File: src/rtl/rtc_pkg.sv
// Shared constants, types and codes for the route transposition cipher.
package rtc_pkg;

  // Message store geometry.
  localparam int MAX_LEN  = 64;
  localparam int ADDR_W   = $clog2(MAX_LEN);
  localparam int CNT_W    = $clog2(MAX_LEN + 1);
  localparam int CELL_W   = CNT_W + 1;
  localparam int DIV_CNT_W = $clog2(ADDR_W + 1);

  // Field widths.
  localparam int CHAR_W   = 8;
  localparam int KEY_W    = 8;
  localparam int STATUS_W = 2;
  localparam int CLAMP_W  = ((KEY_W > CNT_W) ? KEY_W : CNT_W) + 1;

  // Configuration port.
  localparam int PADDR_W  = 3;
  localparam int PDATA_W  = 32;
  localparam logic REG_KEY = 1'b0;
  localparam logic REG_DIR = 1'b1;

  // Direction codes.
  localparam logic DIR_ENCRYPT = 1'b0;
  localparam logic DIR_DECRYPT = 1'b1;

  // Status codes.
  localparam logic [STATUS_W-1:0] STATUS_OK       = 2'd0;
  localparam logic [STATUS_W-1:0] STATUS_EMPTY    = 2'd1;
  localparam logic [STATUS_W-1:0] STATUS_OVERFLOW = 2'd2;

  // Character constants.
  localparam logic [CHAR_W-1:0] CHAR_LOWER_A = 8'h61;
  localparam logic [CHAR_W-1:0] CHAR_LOWER_Z = 8'h7A;
  localparam logic [CHAR_W-1:0] CHAR_UPPER_A = 8'h41;
  localparam logic [CHAR_W-1:0] CHAR_UPPER_Z = 8'h5A;
  localparam logic [CHAR_W-1:0] CASE_OFFSET  = 8'h20;

  // Extra columns allowed above half the message length.
  localparam int KEY_LIM_ADD = 3;

  // Control sequencer states.
  typedef enum logic [1:0] {
    ST_IDLE,
    ST_DIV,
    ST_SETUP,
    ST_BURST
  } state_t;

  // Table shape produced by the divider.
  typedef struct packed {
    logic [CNT_W-1:0] rows;
    logic [CNT_W-1:0] full;
  } div_res_t;

endpackage

File: src/rtl/rtc_ram.sv
// Generic single-write, single-read RAM with a registered read port.
module rtc_ram #(
  parameter int WIDTH = 8,
  parameter int DEPTH = 64
) (
  input  logic                     clk,
  input  logic                     wr_en,
  input  logic [$clog2(DEPTH)-1:0] wr_addr,
  input  logic [WIDTH-1:0]         wr_data,
  input  logic                     rd_en,
  input  logic [$clog2(DEPTH)-1:0] rd_addr,
  output logic [WIDTH-1:0]         rd_data
);

  logic [WIDTH-1:0] mem [DEPTH];

  // Write port.
  always_ff @(posedge clk) begin
    if (wr_en) begin
      mem[wr_addr] <= wr_data;
    end
  end

  // Registered read port.
  always_ff @(posedge clk) begin
    if (rd_en) begin
      rd_data <= mem[rd_addr];
    end
  end

endmodule

File: src/rtl/rtc_div.sv
// Restoring divider that derives the row count and last-row fill of the table.
module rtc_div (
  input  logic                      clk,
  input  logic                      rst_n,
  input  logic                      start,
  input  logic [rtc_pkg::ADDR_W-1:0] dividend,
  input  logic [rtc_pkg::CNT_W-1:0]  divisor,
  output logic                      done,
  output rtc_pkg::div_res_t         res
);

  import rtc_pkg::*;

  logic                 busy_r;
  logic                 done_r;
  logic [DIV_CNT_W-1:0] step_r;
  logic [CNT_W-1:0]     rem_r;
  logic [ADDR_W-1:0]    dvd_r;
  logic [ADDR_W-1:0]    quo_r;
  logic [CNT_W-1:0]     dsr_r;

  logic [CELL_W-1:0]    trial;
  logic                 fits;
  logic [CNT_W-1:0]     rem_nxt;
  logic [ADDR_W-1:0]    quo_nxt;

  // One quotient bit per cycle: shift in the next dividend bit and try a subtract.
  always_comb begin
    trial   = {rem_r, dvd_r[ADDR_W-1]};
    fits    = (trial >= {1'b0, dsr_r});
    rem_nxt = fits ? CNT_W'(trial - {1'b0, dsr_r}) : CNT_W'(trial);
    quo_nxt = (quo_r << 1) | ADDR_W'(fits);
  end

  // Control: step counter and done pulse.
  always_ff @(posedge clk) begin
    if (!rst_n) begin
      busy_r <= 1'b0;
      done_r <= 1'b0;
      step_r <= '0;
    end else begin
      done_r <= busy_r && !start && (step_r == DIV_CNT_W'(1));
      if (start) begin
        busy_r <= 1'b1;
        step_r <= DIV_CNT_W'(ADDR_W);
      end else if (busy_r) begin
        step_r <= step_r - 1'b1;
        if (step_r == DIV_CNT_W'(1)) begin
          busy_r <= 1'b0;
        end
      end
    end
  end

  // Datapath: partial remainder, shifting dividend and quotient.
  always_ff @(posedge clk) begin
    if (start) begin
      rem_r <= '0;
      dvd_r <= dividend;
      quo_r <= '0;
      dsr_r <= divisor;
    end else if (busy_r) begin
      rem_r <= rem_nxt;
      dvd_r <= dvd_r << 1;
      quo_r <= quo_nxt;
    end
  end

  // Rows is quotient plus one and the last row holds remainder plus one cells.
  assign done     = done_r;
  assign res.rows = CNT_W'(quo_r) + 1'b1;
  assign res.full = rem_r + 1'b1;

endmodule

File: src/rtl/route_transposition_cipher.sv
// Columnar transposition cipher read from the rightmost column, top level.
// Bytes are accepted while busy is low; each accepted letter is stored until the store is full.
// After the last byte the divider works out six quotient bits and raises done, then a setup
// state prepares the walk and the burst reads the store; results follow one letter per cycle.
// An empty message answers in the next cycle.
// Synchronous reset clears counters and sequencer, key to 1, encrypt; results never stall.
module route_transposition_cipher (
  input  logic                          clk,
  input  logic                          rst_n,
  // Input request channel.
  input  logic                          start,
  output logic                          busy,
  input  logic [rtc_pkg::CHAR_W-1:0]    in_char,
  input  logic                          in_last,
  // Result channel.
  output logic                          out_valid,
  output logic [rtc_pkg::CHAR_W-1:0]    out_char,
  output logic                          out_last,
  output logic [rtc_pkg::STATUS_W-1:0]  out_status,
  // Configuration port.
  input  logic                          psel,
  input  logic                          penable,
  input  logic                          pwrite,
  input  logic [rtc_pkg::PADDR_W-1:0]   paddr,
  input  logic [rtc_pkg::PDATA_W-1:0]   pwdata,
  output logic [rtc_pkg::PDATA_W-1:0]   prdata,
  output logic                          pready
);

  import rtc_pkg::*;

  // Configuration registers.
  logic [KEY_W-1:0] key_r;
  logic             direction_r;
  logic             cfg_write;

  // Sequencer and message state.
  state_t            state_r, state_nxt;
  logic [CNT_W-1:0]  letter_count_r, letter_count_nxt;
  logic              overflow_r, overflow_nxt;
  logic [CNT_W-1:0]  len_r, len_nxt;
  logic [CNT_W-1:0]  kk_r, kk_nxt;
  logic              dir_r, dir_nxt;
  logic [STATUS_W-1:0] st_r, st_nxt;
  logic [CNT_W-1:0]  rows_r, rows_nxt;
  logic [CNT_W-1:0]  full_r, full_nxt;
  logic [CELL_W-1:0] cell_r, cell_nxt;
  logic [CNT_W-1:0]  col_r, col_nxt;
  logic [CNT_W-1:0]  row_r, row_nxt;
  logic [CNT_W-1:0]  base_r, base_nxt;
  logic [CNT_W-1:0]  issued_r, issued_nxt;

  // Read pipeline flags aligned with the RAM output.
  logic pend_valid_r, pend_valid_nxt;
  logic pend_last_r, pend_last_nxt;
  logic pend_err_r, pend_err_nxt;

  // Store ports.
  logic              wr_en;
  logic [ADDR_W-1:0] wr_addr;
  logic [CHAR_W-1:0] wr_data;
  logic              rd_en;
  logic [ADDR_W-1:0] rd_addr;
  logic [CHAR_W-1:0] rd_data;

  // Divider ports.
  logic              div_start;
  logic [ADDR_W-1:0] div_dividend;
  logic              div_done;
  div_res_t          div_res;

  // Load-time helpers.
  logic              accept;
  logic [CHAR_W-1:0] up_char;
  logic              is_letter;
  logic              keep;
  logic [CNT_W-1:0]  count_inc;
  logic [CLAMP_W-1:0] key_ext;
  logic [CLAMP_W-1:0] key_lim;
  logic [CLAMP_W-1:0] len_ext;
  logic [CLAMP_W-1:0] kk_clamped;
  logic              is_final;

  // Configuration writes and reads; the low address bits are the byte offset.
  assign pready    = 1'b1;
  assign cfg_write = psel && penable && pwrite && pready;

  always_ff @(posedge clk) begin
    if (!rst_n) begin
      key_r       <= KEY_W'(1);
      direction_r <= DIR_ENCRYPT;
    end else if (cfg_write) begin
      unique case (paddr[2])
        REG_KEY: key_r       <= pwdata[KEY_W-1:0];
        REG_DIR: direction_r <= pwdata[0];
        default: ;
      endcase
    end
  end

  always_comb begin
    unique case (paddr[2])
      REG_KEY: prdata = PDATA_W'(key_r);
      REG_DIR: prdata = PDATA_W'(direction_r);
      default: prdata = '0;
    endcase
  end

  // Letter filter and case folding.
  assign accept    = start && !busy;
  assign up_char   = ((in_char >= CHAR_LOWER_A) && (in_char <= CHAR_LOWER_Z)) ?
                     (in_char - CASE_OFFSET) : in_char;
  assign is_letter = (up_char >= CHAR_UPPER_A) && (up_char <= CHAR_UPPER_Z);
  assign keep      = is_letter && (letter_count_r < CNT_W'(MAX_LEN));
  assign count_inc = letter_count_r + CNT_W'(keep);

  // Column count clamp: at least one, at most len/2+3, and never above the length.
  always_comb begin
    len_ext    = CLAMP_W'(count_inc);
    key_ext    = (key_r == '0) ? CLAMP_W'(1) : CLAMP_W'(key_r);
    key_lim    = CLAMP_W'(count_inc >> 1) + CLAMP_W'(KEY_LIM_ADD);
    kk_clamped = key_ext;
    if (kk_clamped > key_lim) begin
      kk_clamped = key_lim;
    end
    if (kk_clamped > len_ext) begin
      kk_clamped = len_ext;
    end
  end

  assign is_final = (issued_r == (len_r - 1'b1));

  // Sequencer: load, divide, set up the walk, then stream the burst.
  always_comb begin
    state_nxt        = state_r;
    letter_count_nxt = letter_count_r;
    overflow_nxt     = overflow_r;
    len_nxt          = len_r;
    kk_nxt           = kk_r;
    dir_nxt          = dir_r;
    st_nxt           = st_r;
    rows_nxt         = rows_r;
    full_nxt         = full_r;
    cell_nxt         = cell_r;
    col_nxt          = col_r;
    row_nxt          = row_r;
    base_nxt         = base_r;
    issued_nxt       = issued_r;
    pend_valid_nxt   = 1'b0;
    pend_last_nxt    = 1'b0;
    pend_err_nxt     = 1'b0;
    wr_en            = 1'b0;
    wr_addr          = letter_count_r[ADDR_W-1:0];
    wr_data          = up_char;
    rd_en            = 1'b0;
    rd_addr          = cell_r[ADDR_W-1:0];
    div_start        = 1'b0;
    div_dividend     = ADDR_W'(count_inc - 1'b1);

    unique case (state_r)
      ST_IDLE: begin
        if (accept) begin
          wr_en            = keep;
          letter_count_nxt = count_inc;
          overflow_nxt     = overflow_r || (is_letter && !keep);
          if (in_last) begin
            letter_count_nxt = '0;
            overflow_nxt     = 1'b0;
            st_nxt = (overflow_r || (is_letter && !keep)) ? STATUS_OVERFLOW : STATUS_OK;
            if (count_inc == '0) begin
              // Empty message: one error result next cycle.
              st_nxt         = STATUS_EMPTY;
              pend_valid_nxt = 1'b1;
              pend_last_nxt  = 1'b1;
              pend_err_nxt   = 1'b1;
            end else begin
              len_nxt   = count_inc;
              kk_nxt    = CNT_W'(kk_clamped);
              dir_nxt   = direction_r;
              div_start = 1'b1;
              state_nxt = ST_DIV;
            end
          end
        end
      end

      ST_DIV: begin
        if (div_done) begin
          rows_nxt  = div_res.rows;
          full_nxt  = div_res.full;
          state_nxt = ST_SETUP;
        end
      end

      ST_SETUP: begin
        issued_nxt = '0;
        cell_nxt   = CELL_W'(kk_r - 1'b1);
        col_nxt    = (dir_r == DIR_ENCRYPT) ? (kk_r - 1'b1) : '0;
        row_nxt    = '0;
        base_nxt   = len_r - rows_r;
        state_nxt  = ST_BURST;
      end

      ST_BURST: begin
        rd_en          = 1'b1;
        rd_addr        = (dir_r == DIR_ENCRYPT) ? cell_r[ADDR_W-1:0] :
                         ADDR_W'(base_r + row_r);
        pend_valid_nxt = 1'b1;
        pend_last_nxt  = is_final;
        issued_nxt     = issued_r + 1'b1;
        if (is_final) begin
          state_nxt = ST_IDLE;
        end
        if (dir_r == DIR_ENCRYPT) begin
          // Walk down the column, then move one column left.
          if ((cell_r + CELL_W'(kk_r)) < CELL_W'(len_r)) begin
            cell_nxt = cell_r + CELL_W'(kk_r);
          end else begin
            col_nxt  = col_r - 1'b1;
            cell_nxt = CELL_W'(col_r - 1'b1);
          end
        end else begin
          // Walk the table in row order; base counts cells in columns to the right.
          if ((col_r + 1'b1) == kk_r) begin
            col_nxt  = '0;
            row_nxt  = row_r + 1'b1;
            base_nxt = len_r - rows_r;
          end else begin
            col_nxt  = col_r + 1'b1;
            base_nxt = ((col_r + 1'b1) < full_r) ? (base_r - rows_r) :
                       (base_r - rows_r + 1'b1);
          end
        end
      end

      default: state_nxt = ST_IDLE;
    endcase
  end

  // Control registers.
  always_ff @(posedge clk) begin
    if (!rst_n) begin
      state_r        <= ST_IDLE;
      letter_count_r <= '0;
      overflow_r     <= 1'b0;
      pend_valid_r   <= 1'b0;
      pend_last_r    <= 1'b0;
      pend_err_r     <= 1'b0;
      issued_r       <= '0;
    end else begin
      state_r        <= state_nxt;
      letter_count_r <= letter_count_nxt;
      overflow_r     <= overflow_nxt;
      pend_valid_r   <= pend_valid_nxt;
      pend_last_r    <= pend_last_nxt;
      pend_err_r     <= pend_err_nxt;
      issued_r       <= issued_nxt;
    end
  end

  // Per-message payload registers.
  always_ff @(posedge clk) begin
    len_r  <= len_nxt;
    kk_r   <= kk_nxt;
    dir_r  <= dir_nxt;
    st_r   <= st_nxt;
    rows_r <= rows_nxt;
    full_r <= full_nxt;
    cell_r <= cell_nxt;
    col_r  <= col_nxt;
    row_r  <= row_nxt;
    base_r <= base_nxt;
  end

  // Letter store.
  rtc_ram #(
    .WIDTH (CHAR_W),
    .DEPTH (MAX_LEN)
  ) u_store (
    .clk     (clk),
    .wr_en   (wr_en),
    .wr_addr (wr_addr),
    .wr_data (wr_data),
    .rd_en   (rd_en),
    .rd_addr (rd_addr),
    .rd_data (rd_data)
  );

  // Table shape divider.
  rtc_div u_div (
    .clk      (clk),
    .rst_n    (rst_n),
    .start    (div_start),
    .dividend (div_dividend),
    .divisor  (CNT_W'(kk_clamped)),
    .done     (div_done),
    .res      (div_res)
  );

  // Outputs.
  assign busy       = (state_r != ST_IDLE);
  assign out_valid  = pend_valid_r;
  assign out_char   = pend_err_r ? '0 : rd_data;
  assign out_last   = pend_last_r;
  assign out_status = st_r;

  // A burst never has gaps: every result that is not last is followed by another.
  assert property (@(posedge clk) disable iff (!rst_n)
    out_valid && !out_last |=> out_valid)
    else $error("burst gap before the last result");

  // The last byte of a message always leaves the load counters cleared.
  assert property (@(posedge clk) disable iff (!rst_n)
    accept && in_last |=> (letter_count_r == '0) && !overflow_r)
    else $error("load counters not cleared after the last byte");

  // An empty-message result is a single last result with a zero character.
  assert property (@(posedge clk) disable iff (!rst_n)
    out_valid && (out_status == STATUS_EMPTY) |-> out_last && (out_char == '0))
    else $error("malformed empty-message result");

  // The burst never reads more letters than the message holds.
  assert property (@(posedge clk) disable iff (!rst_n)
    (state_r == ST_BURST) |-> (issued_r < len_r))
    else $error("burst read past the message length");

endmodule

File: config.mk
export PLATFORM = sky130hd
export DESIGN_NAME = route_transposition_cipher
export DESIGN_NICKNAME = d
export VERILOG_FILES = /design/src/rtl/rtc_pkg.sv /design/src/rtl/rtc_ram.sv /design/src/rtl/rtc_div.sv /design/src/rtl/route_transposition_cipher.sv
export SDC_FILE = /design/constraint.sdc
export NUM_CORES = 1
export LEC_CHECK = 0
export ABC_AREA = 1
export BUFFER_PORTS_ARGS = -buffer_cell sky130_fd_sc_hd__buf_2
export CAP_MARGIN = 20
export CORE_MARGIN = 8
export CORE_UTILIZATION = 41
export CTS_CLUSTER_DIAMETER = 120
export CTS_CLUSTER_SIZE = 8
export DETAILED_ROUTE_END_ITERATION = 16
export HOLD_SLACK_MARGIN = 0.08
export PLACE_DENSITY_LB_ADDON = 0.25
export SKIP_LAST_GASP = 1
export SYNTH_ARGS = -nofsm -noshare
export SYNTH_HDL_FRONTEND = slang
export SYNTH_HIERARCHICAL = 1
export SYNTH_SLANG_ARGS = --single-unit
File: constraint.sdc
create_clock -name clk -period 9.2 [get_ports clk]
set_input_delay 0.46 -clock clk [delete_from_list [all_inputs] [get_ports clk]]
set_output_delay 0.46 -clock clk [all_outputs]
set_load 0.02 [all_outputs]
==> metrics.csv <==
metric;value;unit
status;complete, no violations;
nNetsFinal;3096;
fillers;6770;
ant_nets;0;
timing.fmax;165;MHz
slowest_stage;buf_2;
r2r_cells;16;
crit_top_cell;nand2_1;
min_path_type;in2reg;
fin_area;33300;sq um
remaining_drc_errors;0;
die_h;287;um
hold_depth;3;
rsz0062_at_grt;false;
syn_area;30000;sq um
cts_max_path_buffers;3;
clock_latency;0.63;ns
avgSynthCellArea;10.2;sq um
dieArea;82200;sq um
whs;0.118;ns
final.setup.tns;0;ns
io_pins;96;
hold_viol;0;
core;72700;sq um
rows;99;
finalPower;8.33;mW
cp.required;9.57;ns
vias;21039;
cts-root-buf;clkbuf_16;
die_w;287;um
grtUsageTotal;18.0;%
maxCapViolCount;0;
p_leak;12.8;nW
hp-start;pwdata[3];
critPathMaxStageDelay;0.53;ns
cp_max_fo;31;
fin_crit;6.06;ns
antenna_found_initial;1;
period_share;65.9;%
via_per_inst;5.31;
final_core_util;45.7;%
syn_to_final_growth;10.7;%
p_per_area;250;nW/um^2
gp_congestion;0.832;
final.setup_skew;0.0232;ns
cts_inserted_buffers;89;
tritoncts;done;
drt_iter0_markers;2065;
cts_setup_buffers;0;
wire_per_inst;19.1;um
holdBufCountCts;1;
drive_above_1_share;7.82;%
whs_endpoint;key_r[3]$_SDFFE_PN0P_;
io_buffers;44;
start_kind;primary input;
crit_type;in2reg;
grt_max_degree;130;
initial_core_util;41.3;%
worstMarginPinSlew;1.07;ns
dpl.cell_count;3831;
stdcell_count;3963;
grt.overflow.total;0;
max_slew_margin;28.4;%
multi_input_area;9710;sq um
dp_hpwl;47400;um
yosys_warnings;6;
rrSetupSlack;3.63;ns
peakVddDrop;125;uV
antenna_cells;0;
grt_pass1_vias;20498;
maxSlewViolCount;0;
grt_pass1_wl;117000;um
setup_ws;3.14;ns
regArea;18700;sq um
htreeDepth;3;
first_pass_iters;5;
cts_resized;0;
synth_cells;2944;
path_clk_slew;0.05;ns
drt-total-wl;75700;um
clock_sinks;637;
preCtsSetupSlack;2.11;ns
reg2reg_to;u_store/rd_data[1]$_DFFE_PP_;
critPathArrivalTime;6.43;ns
worstSetupEndpointType;flip-flop;
placed_area;30700;sq um
timing.rr.start;state_r[0]$_SDFFE_PN0P_;
setup_violations;0;
[worst max-delay path: cells and delay by family]
| kind | cells | cell delay [ns] |
|---|---|---|
| and+or+nand+nor | 20 | 2.55 |
| adders and majority gates | 5 | 1.33 |
| buffers and inverters | 6 | 0.90 |
| AOI/OAI and AO/OA | 6 | 1.18 |
[where the power goes]
group          total [mW]  internal, mW  switching, mW
logic                2.00         0.588           1.41
clock network        2.97          1.81           1.17
registers            3.36          3.29         0.0729
[worst max-delay path by stage]
stage                     startpoint                       end  cells after the start
final                     in_char[4]  u_div/dsr_r[1]$_DFFE_PP_                     37
after global routing      in_char[4]  u_div/dsr_r[1]$_DFFE_PP_                     35
after CTS                 in_char[2]  u_div/dsr_r[1]$_DFFE_PP_                     37
after detailed placement  in_char[2]  u_div/dsr_r[1]$_DFFE_PP_                     37
after global placement    in_char[2]         kk_r[1]$_DFFE_PP_                     37
after floorplan           in_char[1]         kk_r[1]$_DFFE_PP_                     35
[area by class of cell]
class	instances	share of cell area, %
Clock buffer	125	7.29
Timing Repair Buffer	67	1.34
Clock inverter	5	0.211
Multi-Input combinational cell	1975	29.2
Sequential cell	637	56.1
Tap cell	959	3.61
Inverter	195	2.26
[registers in the layout, indices dropped and copies added, names as in the netlist, 2 cells and up]
register / count
u_store/rd_data: 8
cell_r: 8
full_r: 7
key_r: 8
u_store/mem: 512
state_r: 2
len_r: 7
out_status: 2
issued_r: 7
u_div/dsr_r: 7
u_div/rem_r: 7
col_r: 7
letter_count_r: 7
u_div/dvd_r: 6
base_r: 6
rows_r: 6
row_r: 6
kk_r: 7
u_div/step_r: 3
u_div/quo_r: 6
[layer usage]
metal,global-route usage (%),wire (um),vias to the layer above
met3,3.46,5180,127
met1,24.0,32800,10189
li1,-,-,10020
met2,29.6,35900,703
met5,0,0,-
met4,5.17,1790,0
[placed cells by master (no fill, tap or decap), types with 3 or more instances in the layout]
master and instances:
a21o_1 4, nor2_2 8, xor2_1 35, edfxtp_1 590, dfxtp_1 47, xnor2_1 11
inv_2 7, a21oi_1 54, nand4_1 23, nand2_2 16, clkbuf_1 33, conb_1 25
o211ai_1 4, nand3_1 505, nand3_2 5, inv_1 183, or2_2 4, o22ai_1 5
nor2_1 140, inv_6 3, o21ai_2 7, buf_2 44, a211oi_1 3, nand2_4 5
clkbuf_16 92, nand2_1 926, nor3_1 21, o21ai_0 41, o21ai_1 14, nand3b_1 4
ha_1 76, buf_4 18, fa_1 5
Power figures use the tool's default switching activity.
